===== config.mk =====
export PLATFORM = sky130hd
export DESIGN_NAME = scan_telegram_parser
export DESIGN_NICKNAME = d
export VERILOG_FILES = /design/src/hdl/stp_pkg.sv /design/src/hdl/stp_front.sv /design/src/hdl/stp_queue.sv /design/src/hdl/stp_back.sv /design/src/hdl/scan_telegram_parser.sv
export SDC_FILE = /design/constraint.sdc
export NUM_CORES = 1
export LEC_CHECK = 0
export ABC_AREA = 1
export BUFFER_PORTS_ARGS = -buffer_cell sky130_fd_sc_hd__buf_4
export CORE_MARGIN = 1
export CORE_UTILIZATION = 27
export DETAILED_ROUTE_END_ITERATION = 10
export HOLD_SLACK_MARGIN = 0.1
export PLACE_DENSITY = 0.39
export SETUP_SLACK_MARGIN = 0.1
export SYNTH_ARGS = -nofsm -noshare
export SYNTH_HDL_FRONTEND = slang
export SYNTH_SLANG_ARGS = --single-unit

===== constraint.sdc =====
create_clock -name i_clk -period 8.1 [get_ports i_clk]
set_input_delay 2.025 -clock i_clk [delete_from_list [all_inputs] [get_ports i_clk]]
set_output_delay 2.025 -clock i_clk [all_outputs]
set_load 0.1 [all_outputs]

===== src/hdl/stp_pkg.sv =====
// Shared types, codes and character tables of the scan telegram parser.
package stp_pkg;

    localparam logic [7:0] CHAR_SPACE   = 8'h20;
    localparam logic [7:0] CHAR_DEV_ERR = "1";
    localparam logic [7:0] CHAR_CONTAM  = "4";

    localparam logic [4:0] TOK_HEADER = 5'd1;
    localparam logic [4:0] TOK_NAME   = 5'd2;
    localparam logic [4:0] TOK_DEVICE = 5'd6;
    localparam logic [4:0] TOK_DIST   = 5'd21;
    localparam logic [4:0] TOK_COUNT  = 5'd26;
    localparam logic [4:0] TOK_MAX    = 5'd31;

    localparam logic [3:0] POS_MAX        = 4'd15;
    localparam logic [3:0] MATCH_ALL      = 4'hF;
    localparam logic [3:0] LEN_HEADER_MIN = 4'd4;
    localparam logic [3:0] LEN_NAME       = 4'd11;
    localparam logic [3:0] LEN_DEVICE     = 4'd1;
    localparam logic [3:0] LEN_DIST       = 4'd5;

    localparam logic KIND_DIST   = 1'b0;
    localparam logic KIND_STATUS = 1'b1;

    localparam logic        REG_MAX_RANGE   = 1'b0;
    localparam logic [31:0] MAX_RANGE_RESET = 32'd20000;

    localparam int Q_DEPTH = 4;

    typedef enum logic [2:0] {
        ST_OK         = 3'd0,
        ST_BAD_HEADER = 3'd1,
        ST_BAD_NAME   = 3'd2,
        ST_DEVICE_ERR = 3'd3,
        ST_CONTAM     = 3'd4,
        ST_NOT_DIST   = 3'd5,
        ST_TRUNC      = 3'd6
    } t_status;

    // Results caused by one byte: an optional distance, then an optional status.
    typedef struct packed {
        logic        has_dist;
        logic [15:0] dist_index;
        logic        has_stat;
        t_status     stat_code;
        logic [15:0] stat_index;
    } t_rec;

    function automatic logic [7:0] header_a_char(input logic [1:0] i);
        unique case (i)
            2'd0:    header_a_char = "s";
            2'd1:    header_a_char = "R";
            2'd2:    header_a_char = "A";
            default: header_a_char = 8'h00;
        endcase
    endfunction

    function automatic logic [7:0] header_b_char(input logic [1:0] i);
        unique case (i)
            2'd0:    header_b_char = "s";
            2'd1:    header_b_char = "S";
            2'd2:    header_b_char = "N";
            default: header_b_char = 8'h00;
        endcase
    endfunction

    function automatic logic [7:0] name_char(input logic [3:0] i);
        unique case (i)
            4'd0:    name_char = "L";
            4'd1:    name_char = "M";
            4'd2:    name_char = "D";
            4'd3:    name_char = "s";
            4'd4:    name_char = "c";
            4'd5:    name_char = "a";
            4'd6:    name_char = "n";
            4'd7:    name_char = "d";
            4'd8:    name_char = "a";
            4'd9:    name_char = "t";
            4'd10:   name_char = "a";
            default: name_char = 8'h00;
        endcase
    endfunction

    function automatic logic [7:0] dist_char(input logic [2:0] i);
        unique case (i)
            3'd0:    dist_char = "D";
            3'd1:    dist_char = "I";
            3'd2:    dist_char = "S";
            3'd3:    dist_char = "T";
            3'd4:    dist_char = "1";
            default: dist_char = 8'h00;
        endcase
    endfunction

    // Returns {valid, value} for one ASCII hex digit of either case.
    function automatic logic [4:0] hex_digit(input logic [7:0] c);
        logic [7:0] d;
        d = 8'h00;
        hex_digit = 5'd0;
        if (c >= "0" && c <= "9") begin
            d = c - 8'h30;
            hex_digit = {1'b1, d[3:0]};
        end else if (c >= "a" && c <= "f") begin
            d = c - 8'h57;
            hex_digit = {1'b1, d[3:0]};
        end else if (c >= "A" && c <= "F") begin
            d = c - 8'h37;
            hex_digit = {1'b1, d[3:0]};
        end
    endfunction

endpackage


===== src/hdl/stp_front.sv =====
// Front end: tokenizes the byte stream, checks the header tokens, parses hex.
module stp_front #(
    parameter int HEX_BITS = 32
) (
    input  logic                i_clk,
    input  logic                i_rst_n,
    input  logic                i_accept,
    input  logic [7:0]          i_data_byte,
    input  logic                i_frame_end,
    output logic                o_rec_valid,
    output stp_pkg::t_rec       o_rec,
    output logic [HEX_BITS-1:0] o_rec_acc
);
    import stp_pkg::*;

    localparam int CW = HEX_BITS + 1;

    logic [4:0]          r_tn, n_tn;
    logic [3:0]          r_pos, n_pos;
    logic                r_in_token, n_in_token;
    logic [3:0]          r_match, n_match;
    logic [HEX_BITS-1:0] r_acc, n_acc;
    logic                r_stop, n_stop;
    logic [15:0]         r_pc, n_pc;
    logic [15:0]         r_ps, n_ps;
    logic                r_in_data, n_in_data;
    t_status             r_err, n_err;

    logic                is_space, ignore, feed, start, do_end;
    logic                hex_ok;
    logic [3:0]          hex_val;
    logic [4:0]          tn_c;
    logic [3:0]          pos_b, pos_c, m_b, m_c;
    logic [HEX_BITS-1:0] acc_b, acc_c;
    logic                stp_b, stp_c;
    logic [CW-1:0]       acc_ext;
    logic [15:0]         count_sat;
    logic [3:0]          pos_m1;
    t_rec                rec;

    always_comb begin
        is_space = i_data_byte == CHAR_SPACE;
        ignore   = (r_err != ST_OK) || (r_tn >= TOK_COUNT && !r_in_data && !r_in_token);
        feed     = !ignore && !is_space;
        start    = feed && !r_in_token;
        do_end   = !ignore && (is_space ? r_in_token : i_frame_end);
        {hex_ok, hex_val} = hex_digit(i_data_byte);

        tn_c = r_tn;
        if (start && !r_in_data && r_tn < TOK_MAX) begin
            tn_c = r_tn + 5'd1;
        end
        pos_b = start ? 4'd0 : r_pos;
        m_b   = start ? MATCH_ALL : r_match;
        acc_b = start ? '0 : r_acc;
        stp_b = start ? 1'b0 : r_stop;
        pos_m1 = pos_b - 4'd1;

        pos_c = pos_b;
        m_c   = m_b;
        acc_c = acc_b;
        stp_c = stp_b;
        if (feed) begin
            unique case (tn_c)
                TOK_HEADER: begin
                    if (pos_b >= 4'd1 && pos_b <= 4'd3) begin
                        if (i_data_byte != header_a_char(pos_m1[1:0])) m_c[0] = 1'b0;
                        if (i_data_byte != header_b_char(pos_m1[1:0])) m_c[1] = 1'b0;
                    end
                end
                TOK_NAME: begin
                    if (pos_b < LEN_NAME && i_data_byte != name_char(pos_b)) m_c[0] = 1'b0;
                end
                TOK_DEVICE: begin
                    if (pos_b == 4'd0) begin
                        if (i_data_byte != CHAR_DEV_ERR) m_c[0] = 1'b0;
                        if (i_data_byte != CHAR_CONTAM) m_c[1] = 1'b0;
                    end
                end
                TOK_DIST: begin
                    if (pos_b < LEN_DIST && i_data_byte != dist_char(pos_b[2:0])) m_c[0] = 1'b0;
                end
                default: ;
            endcase

            if (!stp_b) begin
                if (!hex_ok) begin
                    stp_c = 1'b1;
                end else if (acc_b[HEX_BITS-1 -: 4] != 4'd0) begin
                    acc_c = '1;
                end else begin
                    acc_c = {acc_b[HEX_BITS-5:0], hex_val};
                end
            end
            pos_c = (pos_b == POS_MAX) ? POS_MAX : pos_b + 4'd1;
        end

        acc_ext   = CW'(acc_c);
        count_sat = (|acc_ext[CW-1:16]) ? 16'hFFFF : acc_ext[15:0];

        n_tn       = tn_c;
        n_pos      = pos_c;
        n_match    = m_c;
        n_acc      = acc_c;
        n_stop     = stp_c;
        n_in_token = do_end ? 1'b0 : (feed ? 1'b1 : r_in_token);
        n_err      = r_err;
        n_pc       = r_pc;
        n_ps       = r_ps;
        n_in_data  = r_in_data;

        rec = '0;
        rec.stat_code = ST_OK;

        if (do_end) begin
            if (r_in_data) begin
                rec.has_dist   = 1'b1;
                rec.dist_index = r_ps;
                n_ps = r_ps + 16'd1;
                if (n_ps == r_pc) n_in_data = 1'b0;
            end else begin
                unique case (tn_c)
                    TOK_HEADER: begin
                        if (!(pos_c >= LEN_HEADER_MIN && (|m_c[1:0]))) n_err = ST_BAD_HEADER;
                    end
                    TOK_NAME: begin
                        if (!(pos_c == LEN_NAME && m_c[0])) n_err = ST_BAD_NAME;
                    end
                    TOK_DEVICE: begin
                        if (pos_c == LEN_DEVICE && m_c[0]) n_err = ST_DEVICE_ERR;
                        else if (pos_c == LEN_DEVICE && m_c[1]) n_err = ST_CONTAM;
                    end
                    TOK_DIST: begin
                        if (!(pos_c == LEN_DIST && m_c[0])) n_err = ST_NOT_DIST;
                    end
                    TOK_COUNT: begin
                        n_pc      = count_sat;
                        n_ps      = 16'd0;
                        n_in_data = count_sat != 16'd0;
                    end
                    default: ;
                endcase
            end
        end

        if (i_frame_end) begin
            rec.has_stat   = 1'b1;
            rec.stat_index = n_ps;
            if (n_err != ST_OK) rec.stat_code = n_err;
            else if (n_in_data) rec.stat_code = ST_TRUNC;
            // return to the start-of-frame state
            n_tn       = 5'd0;
            n_pos      = 4'd0;
            n_in_token = 1'b0;
            n_match    = MATCH_ALL;
            n_acc      = '0;
            n_stop     = 1'b0;
            n_pc       = 16'd0;
            n_ps       = 16'd0;
            n_in_data  = 1'b0;
            n_err      = ST_OK;
        end
    end

    always_ff @(posedge i_clk) begin
        if (!i_rst_n) begin
            r_tn       <= 5'd0;
            r_pos      <= 4'd0;
            r_in_token <= 1'b0;
            r_match    <= MATCH_ALL;
            r_acc      <= '0;
            r_stop     <= 1'b0;
            r_pc       <= 16'd0;
            r_ps       <= 16'd0;
            r_in_data  <= 1'b0;
            r_err      <= ST_OK;
        end else if (i_accept) begin
            r_tn       <= n_tn;
            r_pos      <= n_pos;
            r_in_token <= n_in_token;
            r_match    <= n_match;
            r_acc      <= n_acc;
            r_stop     <= n_stop;
            r_pc       <= n_pc;
            r_ps       <= n_ps;
            r_in_data  <= n_in_data;
            r_err      <= n_err;
        end
    end

    assign o_rec_valid = i_accept && (rec.has_dist || rec.has_stat);
    assign o_rec       = rec;
    assign o_rec_acc   = acc_c;

endmodule


===== src/hdl/stp_queue.sv =====
// Short FIFO of per-byte result records between front and back end.
module stp_queue #(
    parameter int HEX_BITS = 32
) (
    input  logic                i_clk,
    input  logic                i_rst_n,
    input  logic                i_push,
    input  stp_pkg::t_rec       i_rec,
    input  logic [HEX_BITS-1:0] i_acc,
    output logic                o_full,
    input  logic                i_pop,
    output logic                o_valid,
    output stp_pkg::t_rec       o_rec,
    output logic [HEX_BITS-1:0] o_acc
);
    import stp_pkg::*;

    localparam int PW = $clog2(Q_DEPTH);

    t_rec                r_rec [Q_DEPTH];
    logic [HEX_BITS-1:0] r_acc [Q_DEPTH];
    logic [PW-1:0]       r_wr_ptr, r_rd_ptr;
    logic [PW:0]         r_count;
    logic                do_push, do_pop;

    assign o_full  = r_count == (PW+1)'(Q_DEPTH);
    assign o_valid = r_count != '0;
    assign do_push = i_push && !o_full;
    assign do_pop  = i_pop && o_valid;
    assign o_rec   = r_rec[r_rd_ptr];
    assign o_acc   = r_acc[r_rd_ptr];

    always_ff @(posedge i_clk) begin
        if (do_push) begin
            r_rec[r_wr_ptr] <= i_rec;
            r_acc[r_wr_ptr] <= i_acc;
        end
    end

    always_ff @(posedge i_clk) begin
        if (!i_rst_n) begin
            r_wr_ptr <= '0;
            r_rd_ptr <= '0;
            r_count  <= '0;
        end else begin
            if (do_push) r_wr_ptr <= r_wr_ptr + PW'(1);
            if (do_pop) r_rd_ptr <= r_rd_ptr + PW'(1);
            if (do_push && !do_pop) r_count <= r_count + (PW+1)'(1);
            else if (do_pop && !do_push) r_count <= r_count - (PW+1)'(1);
        end
    end

endmodule


===== src/hdl/stp_back.sv =====
// Back end: splits records into results, saturates and range-checks distances.
module stp_back #(
    parameter int HEX_BITS = 32
) (
    input  logic                i_clk,
    input  logic                i_rst_n,
    input  logic [31:0]         i_max_range,
    input  logic                i_q_valid,
    input  stp_pkg::t_rec       i_q_rec,
    input  logic [HEX_BITS-1:0] i_q_acc,
    output logic                o_q_pop,
    input  logic                i_pop,
    output logic                o_empty,
    output logic                o_kind,
    output logic [15:0]         o_point_index,
    output logic [31:0]         o_distance_mm,
    output logic                o_in_range,
    output logic [2:0]          o_status,
    output logic                o_last
);
    import stp_pkg::*;

    localparam int EW = (HEX_BITS > 32) ? HEX_BITS : 33;

    logic                r_pend_v;
    t_rec                r_pend;
    logic [HEX_BITS-1:0] r_pend_acc;
    logic                r_dist_done;

    logic                r_out_v;
    logic                r_kind;
    logic [15:0]         r_index;
    logic [31:0]         r_dist;
    logic                r_in_range;
    t_status             r_status;
    logic                r_last;

    logic                out_free, load_out, emit_dist, consumed, pend_free;
    logic [EW-1:0]       acc_ext;
    logic                n_kind, n_in_range, n_last;
    logic [15:0]         n_index;
    logic [31:0]         n_dist;
    t_status             n_status;

    always_comb begin
        out_free  = !r_out_v || i_pop;
        emit_dist = r_pend.has_dist && !r_dist_done;
        load_out  = r_pend_v && out_free;
        consumed  = load_out && (!emit_dist || !r_pend.has_stat);
        pend_free = !r_pend_v || consumed;
        acc_ext   = EW'(r_pend_acc);

        if (emit_dist) begin
            n_kind     = KIND_DIST;
            n_index    = r_pend.dist_index;
            n_dist     = (|acc_ext[EW-1:32]) ? 32'hFFFF_FFFF : acc_ext[31:0];
            n_in_range = acc_ext <= EW'(i_max_range);
            n_status   = ST_OK;
            n_last     = !r_pend.has_stat;
        end else begin
            n_kind     = KIND_STATUS;
            n_index    = r_pend.stat_index;
            n_dist     = 32'd0;
            n_in_range = 1'b0;
            n_status   = r_pend.stat_code;
            n_last     = 1'b1;
        end
    end

    assign o_q_pop = i_q_valid && pend_free;

    always_ff @(posedge i_clk) begin
        if (!i_rst_n) begin
            r_pend_v    <= 1'b0;
            r_dist_done <= 1'b0;
        end else if (pend_free) begin
            r_pend_v    <= i_q_valid;
            r_dist_done <= 1'b0;
        end else if (load_out && emit_dist) begin
            // distance went out, status of the same byte still pending
            r_dist_done <= 1'b1;
        end
    end

    always_ff @(posedge i_clk) begin
        if (pend_free) begin
            r_pend     <= i_q_rec;
            r_pend_acc <= i_q_acc;
        end
    end

    always_ff @(posedge i_clk) begin
        if (!i_rst_n) begin
            r_out_v <= 1'b0;
        end else if (load_out) begin
            r_out_v <= 1'b1;
        end else if (i_pop) begin
            r_out_v <= 1'b0;
        end
    end

    always_ff @(posedge i_clk) begin
        if (load_out) begin
            r_kind     <= n_kind;
            r_index    <= n_index;
            r_dist     <= n_dist;
            r_in_range <= n_in_range;
            r_status   <= n_status;
            r_last     <= n_last;
        end
    end

    assign o_empty       = !r_out_v;
    assign o_kind        = r_kind;
    assign o_point_index = r_index;
    assign o_distance_mm = r_dist;
    assign o_in_range    = r_in_range;
    assign o_status      = r_status;
    assign o_last        = r_last;

endmodule


===== src/hdl/scan_telegram_parser.sv =====
// Top level of the scan telegram parser: register port, front, queue and back.
//
// Input channel: one reply byte per transaction (push/full), frame_end on the
// last byte of a reply. Result channel (empty/pop): distance results as each
// data token completes, and one status result on the frame's last byte.
// Register port: APB-style, max_range_mm at byte address 0; pready is tied high.
//
// Throughput: one byte per cycle while full is low; the parser state updates on
// the accepting edge. A byte that ends a distance token together with the frame
// gives two results, which leave one after the other through the single output
// register. Results pass through the record queue and the pending record to it.
// A four-entry record queue between the parser and the result stage, plus one
// pending record and the output register, absorb receiver stalls; full rises
// only when all of them hold unread results.
// Reset (synchronous, active low) empties all queues, returns the parser to
// the start of a frame and loads max_range_mm with 20000.
module scan_telegram_parser #(
    parameter int HEX_BITS = 32
) (
    input  logic        i_clk,
    input  logic        i_rst_n,
    input  logic        push,
    output logic        full,
    input  logic [7:0]  i_data_byte,
    input  logic        i_frame_end,
    output logic        empty,
    input  logic        pop,
    output logic        o_kind,
    output logic [15:0] o_point_index,
    output logic [31:0] o_distance_mm,
    output logic        o_in_range,
    output logic [2:0]  o_status,
    output logic        o_last,
    input  logic        psel,
    input  logic        penable,
    input  logic        pwrite,
    input  logic [2:0]  paddr,
    input  logic [31:0] pwdata,
    output logic [31:0] prdata,
    output logic        pready
);
    import stp_pkg::*;

    logic [31:0]         r_max_range;
    logic                accept;
    logic                rec_valid, q_valid, q_pop;
    t_rec                rec, q_rec;
    logic [HEX_BITS-1:0] rec_acc, q_acc;

    assign pready = 1'b1;
    assign prdata = (paddr[2] == REG_MAX_RANGE) ? r_max_range : 32'd0;

    always_ff @(posedge i_clk) begin
        if (!i_rst_n) begin
            r_max_range <= MAX_RANGE_RESET;
        end else if (psel && penable && pwrite && pready && paddr[2] == REG_MAX_RANGE) begin
            r_max_range <= pwdata;
        end
    end

    assign accept = push && !full;

    stp_front #(.HEX_BITS(HEX_BITS)) u_front (
        .i_clk       (i_clk),
        .i_rst_n     (i_rst_n),
        .i_accept    (accept),
        .i_data_byte (i_data_byte),
        .i_frame_end (i_frame_end),
        .o_rec_valid (rec_valid),
        .o_rec       (rec),
        .o_rec_acc   (rec_acc)
    );

    stp_queue #(.HEX_BITS(HEX_BITS)) u_queue (
        .i_clk   (i_clk),
        .i_rst_n (i_rst_n),
        .i_push  (rec_valid),
        .i_rec   (rec),
        .i_acc   (rec_acc),
        .o_full  (full),
        .i_pop   (q_pop),
        .o_valid (q_valid),
        .o_rec   (q_rec),
        .o_acc   (q_acc)
    );

    stp_back #(.HEX_BITS(HEX_BITS)) u_back (
        .i_clk         (i_clk),
        .i_rst_n       (i_rst_n),
        .i_max_range   (r_max_range),
        .i_q_valid     (q_valid),
        .i_q_rec       (q_rec),
        .i_q_acc       (q_acc),
        .o_q_pop       (q_pop),
        .i_pop         (pop),
        .o_empty       (empty),
        .o_kind        (o_kind),
        .o_point_index (o_point_index),
        .o_distance_mm (o_distance_mm),
        .o_in_range    (o_in_range),
        .o_status      (o_status),
        .o_last        (o_last)
    );

endmodule


==> qor.log, run 1 <==
[floorplanning] starting density of the core 27.3%
[logic_synthesis] commonest cells in the synthesized netlist sky130_fd_sc_hd__edfxtp_1 (399), sky130_fd_sc_hd__nand2_1 (372), sky130_fd_sc_hd__nor2_1 (316)
[setup_path] Crit Path Category in2reg
[detailed_routing] drt first-iter violations 1085
[detailed_routing] DRT Pass-1 Iters 5
[pwr] P per Cell Area 335 nW/um^2
[global_routing] first-pass GRT wire length 96200 microns
[setup_path] Max stage delay on crit path 330 ps
[clock_network] CTS H-Tree Depth 2
[hold_path] number of cells traversed by the worst hold path 2
[clock_network] insertion delay to the later sink of the worst-skew pair 620 ps
[clock_network] CTS tree done
[pwr] share of total power in the clock network 29.0%
[global_routing] overall fraction of global-route tracks in use 14.5%
[finish] P&R area growth vs syn 18.2%
[clock_network] CTS clock-pin slew for the worst setup and hold paths 60 ps
[logic_synthesis] Synth top area share 52.4%
[logic_synthesis] Synth area leaders sky130_fd_sc_hd__edfxtp_1 (52%), sky130_fd_sc_hd__dfxtp_1 (11%), sky130_fd_sc_hd__nand2_1 (6.1%)
[floorplanning] number of top-level design ports 140
[logic_synthesis] number of synthesized register bits 522
[sta] time the final worst path needs with I/O delays and setup 5860 ps
[floorplanning] Die Outline Area 85800 sq um
[pwr] switching fraction of total power 38.1%
[finish] fraction of final layout cells with drive strength greater than 1 12.9%
[finish] final-layout fill cell count 8565
[sta] Worst slew margin 25.1%
[setup_path] critical path data required time 8460 ps
[sta] hold violation count in the final report 0
[sta] final cycle utilization of the critical path 72.3%
[logic_synthesis] synthesized area 22900 sq um
[sta] total count of max-transition violations in the final report 0
[clock_network] count of hold buffers inserted by post-cts repair 0
[pwr] cell internal pwr 5590 uW
[clock_network] Inserted Clock Buffers 60
[hold_path] Hold Crit Class reg2reg
[setup_path] Crit-path slowest cell sky130_fd_sc_hd__ha_1
[pwr] relative contribution of combinational cells to total power 30.2%
[floorplanning] width of the chip 293 microns
[logic_synthesis] Most used DFF post-synth sky130_fd_sc_hd__edfxtp_1
[sta] maximum clock frequency 0.171 GHz
[clock_network] Max Buffers Root-to-Sink 3
[detailed_routing] post-route DRC violation count 0
[sta] setup violation total in the final timing report 0
[logic_synthesis] post-synthesis area per instance 10.1 sq um
[logic_synthesis] number of enable flip-flop cells after synthesis 399
[setup_path] type of element capturing the critical path register
[sta] Setup TNS Final 0 ps
[global_routing] GRT overflow 0
[pwr] net switching power 3450 uW
[logic_synthesis] count of warnings emitted by yosys 0
[detailed_routing] per-cell via count in the routed design 4.54
[detailed_routing] routed via count 16.2k
[logic_synthesis] share of async-settable or async-resettable flops after synthesis 0%
[clock_network] post-CTS setup repair buffer count 0
[pwr] power share of the sequential group 40.8%
[setup_path] kind of launch point of the worst setup path input port
[floorplanning] die outline height 293 microns
[finish] final instance area 27000 sq um
[logic_synthesis] cell with the most instances after synthesis sky130_fd_sc_hd__edfxtp_1
[sta] RSZ-0062 raised after global routing no
[setup_path] most frequent cell on the critical path sky130_fd_sc_hd__nand2_1
[logic_synthesis] post-synthesis cell type with the largest combined area sky130_fd_sc_hd__edfxtp_1
[finish] final net count 2486
[logic_synthesis] count of mapped cells out of synthesis 2271
[sta] worst hold margin 465 ps
[floorplanning] core region area 83700 sq um
[global_routing] number of antenna violations at the first check in global routing 1
[sta] Worst Max-Slew Pin Slew 1120 ps
[setup_path] depth of the most critical reg-to-reg path 25
[flow_run] max_cap viols 0
[logic_synthesis] number of distinct standard cells referenced by the synthesized netlist 53
[pwr] leakage power figure 0.0101 uW
[logic_synthesis] sequential element share of the synthesized area 63.2%
[pwr] worst IR drop on VDD 0.000164 V
[setup_path] arrival time reported for the critical path endpoint 6210 ps
[detailed_routing] antenna-violating nets left 0
[global_routing] maximum number of pins on one net before global-route repair 101
[placement] routability cong. 0.817
[setup_path] largest fanout on the critical path 16
[finish] # diodes 0
[sta] Post-Route Skew 21.3 ps
[logic_synthesis] synthesized netlist net count 2375
[detailed_routing] routed length per instance 17.7 microns
[global_routing] number of global-route vias before repair 15.6k
[placement] half-perimeter wire length after placement 38700 microns
[clock_network] cts repair resizes 0
[floorplanning] # rows 106
[pwr] Total Power 9040 uW
[placement] count of input and output buffers 136
[status] outcome finished clean
[clock_network] clock root buffer sky130_fd_sc_hd__clkbuf_16
[detailed_routing] Final Routed Wirelength 63200 microns
[clock_network] TritonCTS Sinks 522
[placement] post-place instance area 25100 sq um
[worst paths after layout]
check | startpoint | end | slack (ps)
min reg2reg | u_front.r_acc[18] | u_front.r_acc[18] | 470
max reg2reg | u_front.r_tn[0] | u_queue.r_rec[1][17] | 3600
max | i_data_byte[0] | u_queue.r_rec[2][18] | 2240
min | u_front.r_acc[18] | u_front.r_acc[18] | 470
[worst max-delay path, delay by kind of cell]
kind                       cells  cell delay, ps
AOI/OAI and AO/OA              2             380
buffers and inverters          7             930
adders and majority gates      3             810
and+or+nand+nor               20            2040
[per-layer routing]
| metal | up-vias | part of all wire [%] | track usage [%] |
|---|---|---|---|
| met5 | - | 0 | 0 |
| met4 | 0 | 1.8 | 3.36 |
| met3 | 74 | 3.6 | 2.13 |
| met2 | 269 | 45 | 22.9 |
| met1 | 7852 | 50 | 20.8 |
| li1 | 8000 | - | - |
[power by group through the flow]
stage,Sequential (uW),Combinational [uW],Clock (uW)
2_1_floorplan,4440,1230,0
3_3_place_gp,3740,2770,0
3_5_place_dp,3750,2780,0
4_1_cts,3700,2790,2710
5_1_grt,3740,2990,2810
6_report,3690,2730,2620
[metrics by stage]
stage / util (%) / instances / setup slack (ps)
CTS: 32.3 / 3567 / 2280
global placement: 30.0 / 3454 / 1570
global route: 32.3 / 3567 / 1690
finish: 32.3 / 3567 / 2240
detailed placement: 30.0 / 3454 / 1630
floorplan: - / 2271 / 842
[final cells by class]
type	count	area (sq um)	area share [%]
multi-input cells	1407	7110	26.3
flip-flops and latches	522	14500	53.5
inverters	228	863	3.20
well taps	1134	1420	5.25
clock inverters	43	323	1.20
clock buffers	70	1580	5.86
repair buffers	163	1260	4.67
[layout by cell type (no fill, tap or decap), types with 3 or more instances in the layout]
cell,netlist,layout
sky130_fd_sc_hd__nor3_1,19,19
sky130_fd_sc_hd__bufinv_16,0,4
sky130_fd_sc_hd__buf_12,0,3
sky130_fd_sc_hd__nand2_1,372,372
sky130_fd_sc_hd__o22ai_1,85,85
sky130_fd_sc_hd__a21oi_1,161,161
sky130_fd_sc_hd__nor3_2,4,4
sky130_fd_sc_hd__nor2_1,316,311
sky130_fd_sc_hd__nor2_2,3,3
sky130_fd_sc_hd__nor4_1,3,3
sky130_fd_sc_hd__a22oi_1,3,3
sky130_fd_sc_hd__clkinv_2,0,19
sky130_fd_sc_hd__nand2_4,3,3
sky130_fd_sc_hd__a211oi_1,5,5
sky130_fd_sc_hd__inv_2,15,18
sky130_fd_sc_hd__xor2_1,23,23
sky130_fd_sc_hd__xnor2_1,5,5
sky130_fd_sc_hd__nand4_1,12,12
sky130_fd_sc_hd__o21ai_1,20,19
sky130_fd_sc_hd__ha_1,52,52
sky130_fd_sc_hd__edfxtp_1,399,399
sky130_fd_sc_hd__clkbuf_16,0,62
sky130_fd_sc_hd__nor2_4,1,6
sky130_fd_sc_hd__o21ai_0,209,209
sky130_fd_sc_hd__clkinv_1,4,20
sky130_fd_sc_hd__a31oi_1,8,8
sky130_fd_sc_hd__nand3_1,62,62
sky130_fd_sc_hd__o211ai_1,8,8
sky130_fd_sc_hd__or2_2,4,4
sky130_fd_sc_hd__clkbuf_1,96,8
sky130_fd_sc_hd__dfxtp_1,123,121
sky130_fd_sc_hd__nand2_2,5,5
sky130_fd_sc_hd__buf_4,7,160
sky130_fd_sc_hd__o21ai_2,3,3
sky130_fd_sc_hd__inv_1,207,202
[cells by family after synthesis]
family | share of synthesized area [%]
adders and majority gates | 2.93
other | 0.0164
DFF | 63.2
and+or+nand+nor | 14.6
buffers and inverters | 5.89
AOI/OAI and AO/OA | 12.3
xor gates and xnor gates | 1.07
[flip-flops by register name, summed over array words and instances (netlist names), 4 cells and up]
register              count
u_back.r_pend            37
u_front.r_tn              5
r_max_range              32
u_queue.r_rec           148
u_front.r_pos             4
u_back.o_distance_mm     32
u_queue.r_acc           128
u_back.r_pend_acc        32
u_front.r_ps             16
u_back.o_point_index     16
u_front.r_pc             16
u_front.r_acc            32
No activity file was read; power rests on OpenSTA's default activity.
==> run 2, diff against run 1 <==
- ABC_AREA: 1 -> 0
- clock period: 8.1 -> 5.75 ns (I/O delays scaled with it)
==> run 2 against run 1 <==
Compared with the run above: sequential share of layout area down 2.0 points; highest routed layer unchanged; critical path type unchanged; sequential power up 37%; critical path depth down 14; die area up 2.8%; flip-flop and latch count unchanged; setup slack worse by 1600 ps; register-to-register slack worse by 2800 ps.
==> qor.log, run 2 <==
[floorplanning] number of top-level design ports 140
[finish] Most flops, register u_queue.r_rec
[pwr] share of total power in the clock network 30.9%
[detailed_routing] antenna-violating nets left 0
[flow_run] max_cap viols 0
[clock_network] count of hold buffers inserted by post-cts repair 0
[pwr] switching fraction of total power 34.0%
[global_routing] number of global-route vias before repair 15.4k
[setup_path] Crit-path slowest cell sky130_fd_sc_hd__or4b_4
[floorplanning] # rows 107
[sta] Worst Max-Slew Pin Slew 1280 ps
[detailed_routing] met1 wire length 29600 microns
[pwr] cell internal pwr 8030 uW
[setup_path] list of cells traversed by the critical path buf_4 > inv_1 > ha_1 > or4b_4 > o21ai_1 > o21ai_1 > inv_1 > ha_1 > inv_1 > ha_1 > nor4_1 > or4_1 > o211ai_1 > nor4_2 > nor4b_4 > a21o_1 > a2111oi_2 > o21ai_1
[clock_network] Inserted Clock Buffers 57
[logic_synthesis] share of async-settable or async-resettable flops after synthesis 0%
[logic_synthesis] post-synthesis xor/xnor area fraction 1.64%
[logic_synthesis] count of mapped cells out of synthesis 1819
[setup_path] critical path data required time 6080 ps
[logic_synthesis] post-synthesis cell type with the largest combined area sky130_fd_sc_hd__edfxtp_1
[clock_network] clock root buffer sky130_fd_sc_hd__clkbuf_16
[detailed_routing] Routed met3 length 2180 microns
[setup_path] type of element capturing the critical path register
[setup_path] kind of launch point of the worst setup path input port
[pwr] net switching power 4130 uW
[floorplanning] core region area 85700 sq um
[pwr] leakage power figure 0.00960 uW
[floorplanning] die outline height 297 microns
[pwr] relative contribution of combinational cells to total power 27.5%
[detailed_routing] Final Routed Wirelength 63800 microns
[sta] Post-Route Skew 21.7 ps
[logic_synthesis] synthesized area 23500 sq um
[global_routing] GRT overflow 0
[sta] time the final worst path needs with I/O delays and setup 5120 ps
[global_routing] overall fraction of global-route tracks in use 14.2%
[finish] final net count 2078
[clock_network] post-CTS setup repair buffer count 0
[floorplanning] width of the chip 297 microns
[setup_path] Max stage delay on crit path 480 ps
[logic_synthesis] number of synthesized register bits 522
[sta] total count of max-transition violations in the final report 0
[finish] final cell count without fillers 3167
[logic_synthesis] number of enable flip-flop cells after synthesis 399
[detailed_routing] routed length per instance 20.1 microns
[clock_network] Max Buffers Root-to-Sink 3
[sta] Setup TNS Final 0 ps
[clock_network] cts repair resizes 0
[hold_path] Hold Crit Class reg2reg
[floorplanning] Die Outline Area 88200 sq um
[finish] flip-flop count of the largest register after layout 148
[detailed_routing] highest metal used met4
[global_routing] number of antenna violations at the first check in global routing 0
[sta] hold violation count in the final report 0
[logic_synthesis] count of warnings emitted by yosys 0
[placement] half-perimeter wire length after placement 42400 microns
[global_routing] maximum number of pins on one net before global-route repair 72
[detailed_routing] routed via count 15.1k
[detailed_routing] wire length on met2 30700 microns
[logic_synthesis] fraction of synthesized area in multiplexers 8.14%
[clock_network] insertion delay to the later sink of the worst-skew pair 620 ps
[sta] Worst slew margin 14.1%
[logic_synthesis] cell with the most instances after synthesis sky130_fd_sc_hd__edfxtp_1
[setup_path] largest fanout on the critical path 7
[finish] P&R area growth vs syn 19.4%
[detailed_routing] per-cell via count in the routed design 4.78
[clock_network] CTS H-Tree Depth 2
[logic_synthesis] Synth area leaders sky130_fd_sc_hd__edfxtp_1 (51%), sky130_fd_sc_hd__dfxtp_1 (10%), sky130_fd_sc_hd__mux4_2 (6.6%)
[sta] maximum clock frequency 0.195 GHz
[detailed_routing] drt first-iter violations 750
[detailed_routing] post-route DRC violation count 0
[logic_synthesis] synthesized-area fraction occupied by and/or/nand/nor cells 12.0%
[sta] RSZ-0062 raised after global routing no
[pwr] P per Cell Area 434 nW/um^2
[logic_synthesis] Synth top area share 51.0%
[setup_path] Crit Path Category in2reg
[clock_network] CTS clock-pin slew for the worst setup and hold paths 60 ps
[clock_network] TritonCTS Sinks 522
[logic_synthesis] commonest cells in the synthesized netlist sky130_fd_sc_hd__edfxtp_1 (399), sky130_fd_sc_hd__nand2_1 (132), sky130_fd_sc_hd__dfxtp_1 (123)
[sta] final cycle utilization of the critical path 89.0%
[finish] largest registers u_queue.r_rec: 148 flops, u_queue.r_acc: 128 flops, u_back.r_pend: 37 flops
[sta] setup violation total in the final timing report 0
[global_routing] first-pass GRT wire length 97100 microns
[finish] top library cells by usage in the layout, fill and taps aside sky130_fd_sc_hd__edfxtp_1 (399), sky130_fd_sc_hd__buf_4 (200), sky130_fd_sc_hd__nand2_1 (131), sky130_fd_sc_hd__dfxtp_1 (121), sky130_fd_sc_hd__nor2_1 (120)
[pwr] worst IR drop on VDD 0.000268 V
[logic_synthesis] sequential element share of the synthesized area 61.5%
[finish] # diodes 0
[logic_synthesis] synthesized netlist net count 1923
[floorplanning] starting density of the core 27.4%
[logic_synthesis] compound-gate portion of the synthesized area 11.0%
[logic_synthesis] Most used DFF post-synth sky130_fd_sc_hd__edfxtp_1
[logic_synthesis] Post-Synth Adder-Cell Area 2.86%
[status] outcome finished clean
[logic_synthesis] post-synthesis area per instance 12.9 sq um
[placement] count of placed standard cells including taps 3059
[placement] routability cong. 0.813
[detailed_routing] DRT Pass-1 Iters 7
[pwr] power share of the sequential group 41.6%
[clock_network] CTS tree done
[logic_synthesis] number of distinct standard cells referenced by the synthesized netlist 92
[finish] fraction of final layout cells with drive strength greater than 1 20.5%
[finish] commonest non-fill, non-tap cell in the layout sky130_fd_sc_hd__edfxtp_1
[placement] count of input and output buffers 136
[setup_path] arrival time reported for the critical path endpoint 5450 ps
[logic_synthesis] largest family of logic cells by synthesized area simple AND/OR/NAND/NOR gates
==> run 2: final timing paths <==
path / endpoint / cells past startpoint / slack [ps] / start
max: u_queue.r_rec[0][16] / 18 / 630 / i_data_byte[1]
min reg2reg: r_max_range[21] / 2 / 460 / r_max_range[21]
max reg2reg: u_queue.r_rec[0][17] / 18 / 850 / u_front.r_tn[0]
min: r_max_range[21] / 2 / 460 / r_max_range[21]
==> run 2: cell type report <==
| class | instances | area, sq um |
|---|---|---|
| fillers | 8494 | 57600 |
| multi-input cells | 1120 | 8400 |
| clock inverters | 35 | 414 |
| clock buffers | 73 | 1510 |
| repair buffers | 204 | 1580 |
| flip-flops and latches | 522 | 14400 |
| inverters | 69 | 259 |
| well taps | 1144 | 1430 |
==> run 2: power by group through the flow <==
stage / logic (uW) / clock network, uW / registers [uW]
after floorplan: 1510 / 0 / 6050
after CTS: 3420 / 3890 / 5080
final: 3350 / 3760 / 5060
after global placement: 3400 / 0 / 5140
after global routing: 3580 / 4030 / 5120
after detailed placement: 3420 / 0 / 5150
==> run 2: per-layer routing <==
| metal | track usage, % | vias to the layer above |
|---|---|---|
| li1 | - | 7111 |
| met1 | 19.1 | 7657 |
| met2 | 23.9 | 277 |
| met3 | 2.10 | 89 |
| met4 | 3.66 | 0 |
| met5 | 0 | - |
==> run 2: kinds of logic (layout without fill, tap and decap cells) <==
logic type	count (synthesis)	count (layout)
AND/OR/NAND/NOR	542	542
flip-flops	522	522
AO/OA/AOI/OAI	378	378
buffers and inverters	177	381
multiplexers	102	102
adder cells (fa/ha/maj)	53	53
XOR/XNOR	44	44
other	1	1
==> run 2: metrics by stage <==
stage               util [%]  area (sq um)  hold slack (ps)  power (uW)  setup slack [ps]
global placement        30.5         26100              453        8540              45.9
floorplan                  -         23500              443        7560              85.7
detailed placement      30.5         26100              459        8570              13.5
finish                  32.7         28000              465       12200               630
global route            32.7         28000              481       12700               325
CTS                     32.7         28000              467       12400               662
==> run 2: worst max-delay path: cells and delay by family <==
kind            cells  cell delay, ps
simple gates        5            1620
compound gates      6            1310
fa+ha+maj           3             660
buf+inv             4             420
==> run 3, diff against run 2 <==
- MAX_ROUTING_LAYER: not set -> met4
==> run 3 against run 2 <==
Compared with the run above: global-route usage up 0.52 points; fmax down 2.6%; register-to-register slack worse by 50 ps; setup slack worse by 130 ps; clock skew up 0.52 ps; via count down 1.1%; die area unchanged; first-iteration DRC count down 5.1%; core utilization down 0.072 points; flip-flop and latch count unchanged; critical path depth down 1; final area down 0.22%; largest power group unchanged.
==> qor.log, run 3 (same netlist as run 2, synthesis figures left out) <==
[setup_path] critical path data required time 6080 ps
[setup_path] origin of the critical flop-to-flop path u_front.r_tn[0]
[global_routing] number of antenna violations at the first check in global routing 1
[placement] count of placed standard cells including taps 3054
[global_routing] maximum number of pins on one net before global-route repair 72
[finish] largest registers u_queue.r_rec: 148 flops, u_queue.r_acc: 128 flops, u_back.r_pend: 37 flops
[placement] half-perimeter wire length after placement 42400 microns
[sta] maximum clock frequency 0.190 GHz
[global_routing] GRT overflow 0
[setup_path] beginning of the critical path i_data_byte[1]
[floorplanning] width of the chip 297 microns
[clock_network] clock root buffer sky130_fd_sc_hd__clkbuf_16
[clock_network] post-CTS setup repair buffer count 0
[floorplanning] starting density of the core 27.4%
[placement] routability cong. 0.807
[setup_path] largest fanout on the critical path 7
[clock_network] insertion delay to the later sink of the worst-skew pair 620 ps
[floorplanning] # rows 107
[sta] final cycle utilization of the critical path 91.4%
[pwr] P per Cell Area 431 nW/um^2
[setup_path] Crit Path Category in2reg
[sta] Worst Max-Slew Pin Slew 1200 ps
[clock_network] cts repair resizes 0
[finish] # diodes 0
[setup_path] depth of the most critical reg-to-reg path 18
[global_routing] first-pass GRT wire length 97600 microns
[sta] time the final worst path needs with I/O delays and setup 5250 ps
[finish] top library cells by usage in the layout, fill and taps aside sky130_fd_sc_hd__edfxtp_1 (399), sky130_fd_sc_hd__buf_4 (194), sky130_fd_sc_hd__nand2_1 (131), sky130_fd_sc_hd__dfxtp_1 (121), sky130_fd_sc_hd__nor2_1 (120)
[pwr] leakage power figure 0.00956 uW
[finish] flip-flop count of the largest register after layout 148
[floorplanning] number of top-level design ports 140
[detailed_routing] per-cell via count in the routed design 4.73
[setup_path] slack of the worst reg-to-reg path 800 ps
[detailed_routing] routed length per instance 20.2 microns
[sta] Worst slew margin 20.0%
[hold_path] number of cells traversed by the worst hold path 2
[detailed_routing] DRT Pass-1 Iters 7
[floorplanning] die outline height 297 microns
[setup_path] last element of the critical path u_queue.r_rec[0][16]
[placement] count of input and output buffers 136
[clock_network] TritonCTS Sinks 522
[sta] Setup TNS Final 0 ps
[finish] P&R area growth vs syn 19.2%
[sta] RSZ-0062 raised after global routing no
[floorplanning] Die Outline Area 88200 sq um
[status] outcome finished clean
[setup_path] arrival time reported for the critical path endpoint 5580 ps
[detailed_routing] routed via count 15.0k
[finish] fraction of final layout cells with drive strength greater than 1 20.4%
[hold_path] Hold Crit Class reg2reg
[sta] Post-Route Skew 22.2 ps
[sta] setup violation total in the final timing report 0
[sta] total count of max-transition violations in the final report 0
[clock_network] CTS tree done
[flow_run] max_cap viols 0
[detailed_routing] drt first-iter violations 712
[finish] Most flops, register u_queue.r_rec
[setup_path] R2R Path End u_queue.r_rec[0][16]
[detailed_routing] antenna-violating nets left 0
[finish] commonest non-fill, non-tap cell in the layout sky130_fd_sc_hd__edfxtp_1
[clock_network] CTS clock-pin slew for the worst setup and hold paths 60 ps
[sta] worst hold margin 465 ps
[clock_network] Max Buffers Root-to-Sink 3
[detailed_routing] post-route DRC violation count 0
[global_routing] number of global-route vias before repair 15.5k
[sta] hold violation count in the final report 0
[finish] final instance area 28000 sq um
[clock_network] CTS H-Tree Depth 2
[global_routing] overall fraction of global-route tracks in use 14.8%
[clock_network] Inserted Clock Buffers 57
[finish] final net count 2073
[clock_network] count of hold buffers inserted by post-cts repair 0
[finish] final cell count without fillers 3162
[setup_path] type of element capturing the critical path register
[detailed_routing] Final Routed Wirelength 63800 microns
[floorplanning] core region area 85700 sq um
[pwr] worst IR drop on VDD 0.000319 V
[setup_path] kind of launch point of the worst setup path input port
[placement] post-place instance area 26100 sq um
run 3: power by group:
part	internal (uW)	switching, uW	leakage [uW]
clock network	2120	1550	0.000895
registers	4760	322	0.00477
logic	1050	2270	0.00389
run 3: metal layers:
| metal | wire, microns | global-route usage [%] | part of all wire, % |
|---|---|---|---|
| met4 | 1280 | 3.73 | 2.0 |
| met3 | 1980 | 2.03 | 3.1 |
| met2 | 30500 | 23.7 | 48 |
| met5 | 0 | - | 0 |
| met1 | 30100 | 19.6 | 47 |
run 3: final cells by class:
cell class	count	area, sq um
clock buffer	74	1540
clock inverter	34	344
fill	8527	57700
inverter	69	259
multi-input combinational	1120	8400
sequential	522	14400
tap	1144	1430
timing repair buffer	199	1560
run 3: worst min-delay path by stage:
stage / from / endpoint / slack [ps]
5_1_grt: r_max_range[17] / r_max_range[17] / 480
4_1_cts: r_max_range[17] / r_max_range[17] / 470
2_1_floorplan: r_max_range[27] / r_max_range[27] / 440
3_3_place_gp: r_max_range[1] / r_max_range[1] / 450
3_5_place_dp: r_max_range[17] / r_max_range[17] / 460
6_report: r_max_range[15] / r_max_range[15] / 470
run 3: worst max-delay path: stages:
cell,delay (ps)
sky130_fd_sc_hd__buf_4,110
sky130_fd_sc_hd__inv_1,70
sky130_fd_sc_hd__ha_1,220
sky130_fd_sc_hd__or4b_4,490
sky130_fd_sc_hd__o21ai_1,170
sky130_fd_sc_hd__o21ai_1,160
sky130_fd_sc_hd__ha_1,370
sky130_fd_sc_hd__or3_1,300
sky130_fd_sc_hd__a2111oi_0,590
sky130_fd_sc_hd__buf_4,220
sky130_fd_sc_hd__nand4_1,90
sky130_fd_sc_hd__a21boi_0,200
sky130_fd_sc_hd__o21ai_0,130
sky130_fd_sc_hd__nor4b_4,210
sky130_fd_sc_hd__a21o_1,200
sky130_fd_sc_hd__a2111oi_2,450
sky130_fd_sc_hd__o21ai_1,160
run 3: metrics by stage:
stage	util (%)	worst slack [ps]	power [uW]
3_5_place_dp	30.5	-159	8570
2_1_floorplan	-	85.7	7560
4_1_cts	32.7	479	12300
5_1_grt	32.7	332	12700
3_3_place_gp	30.5	-214	8550
6_report	32.7	495	12100
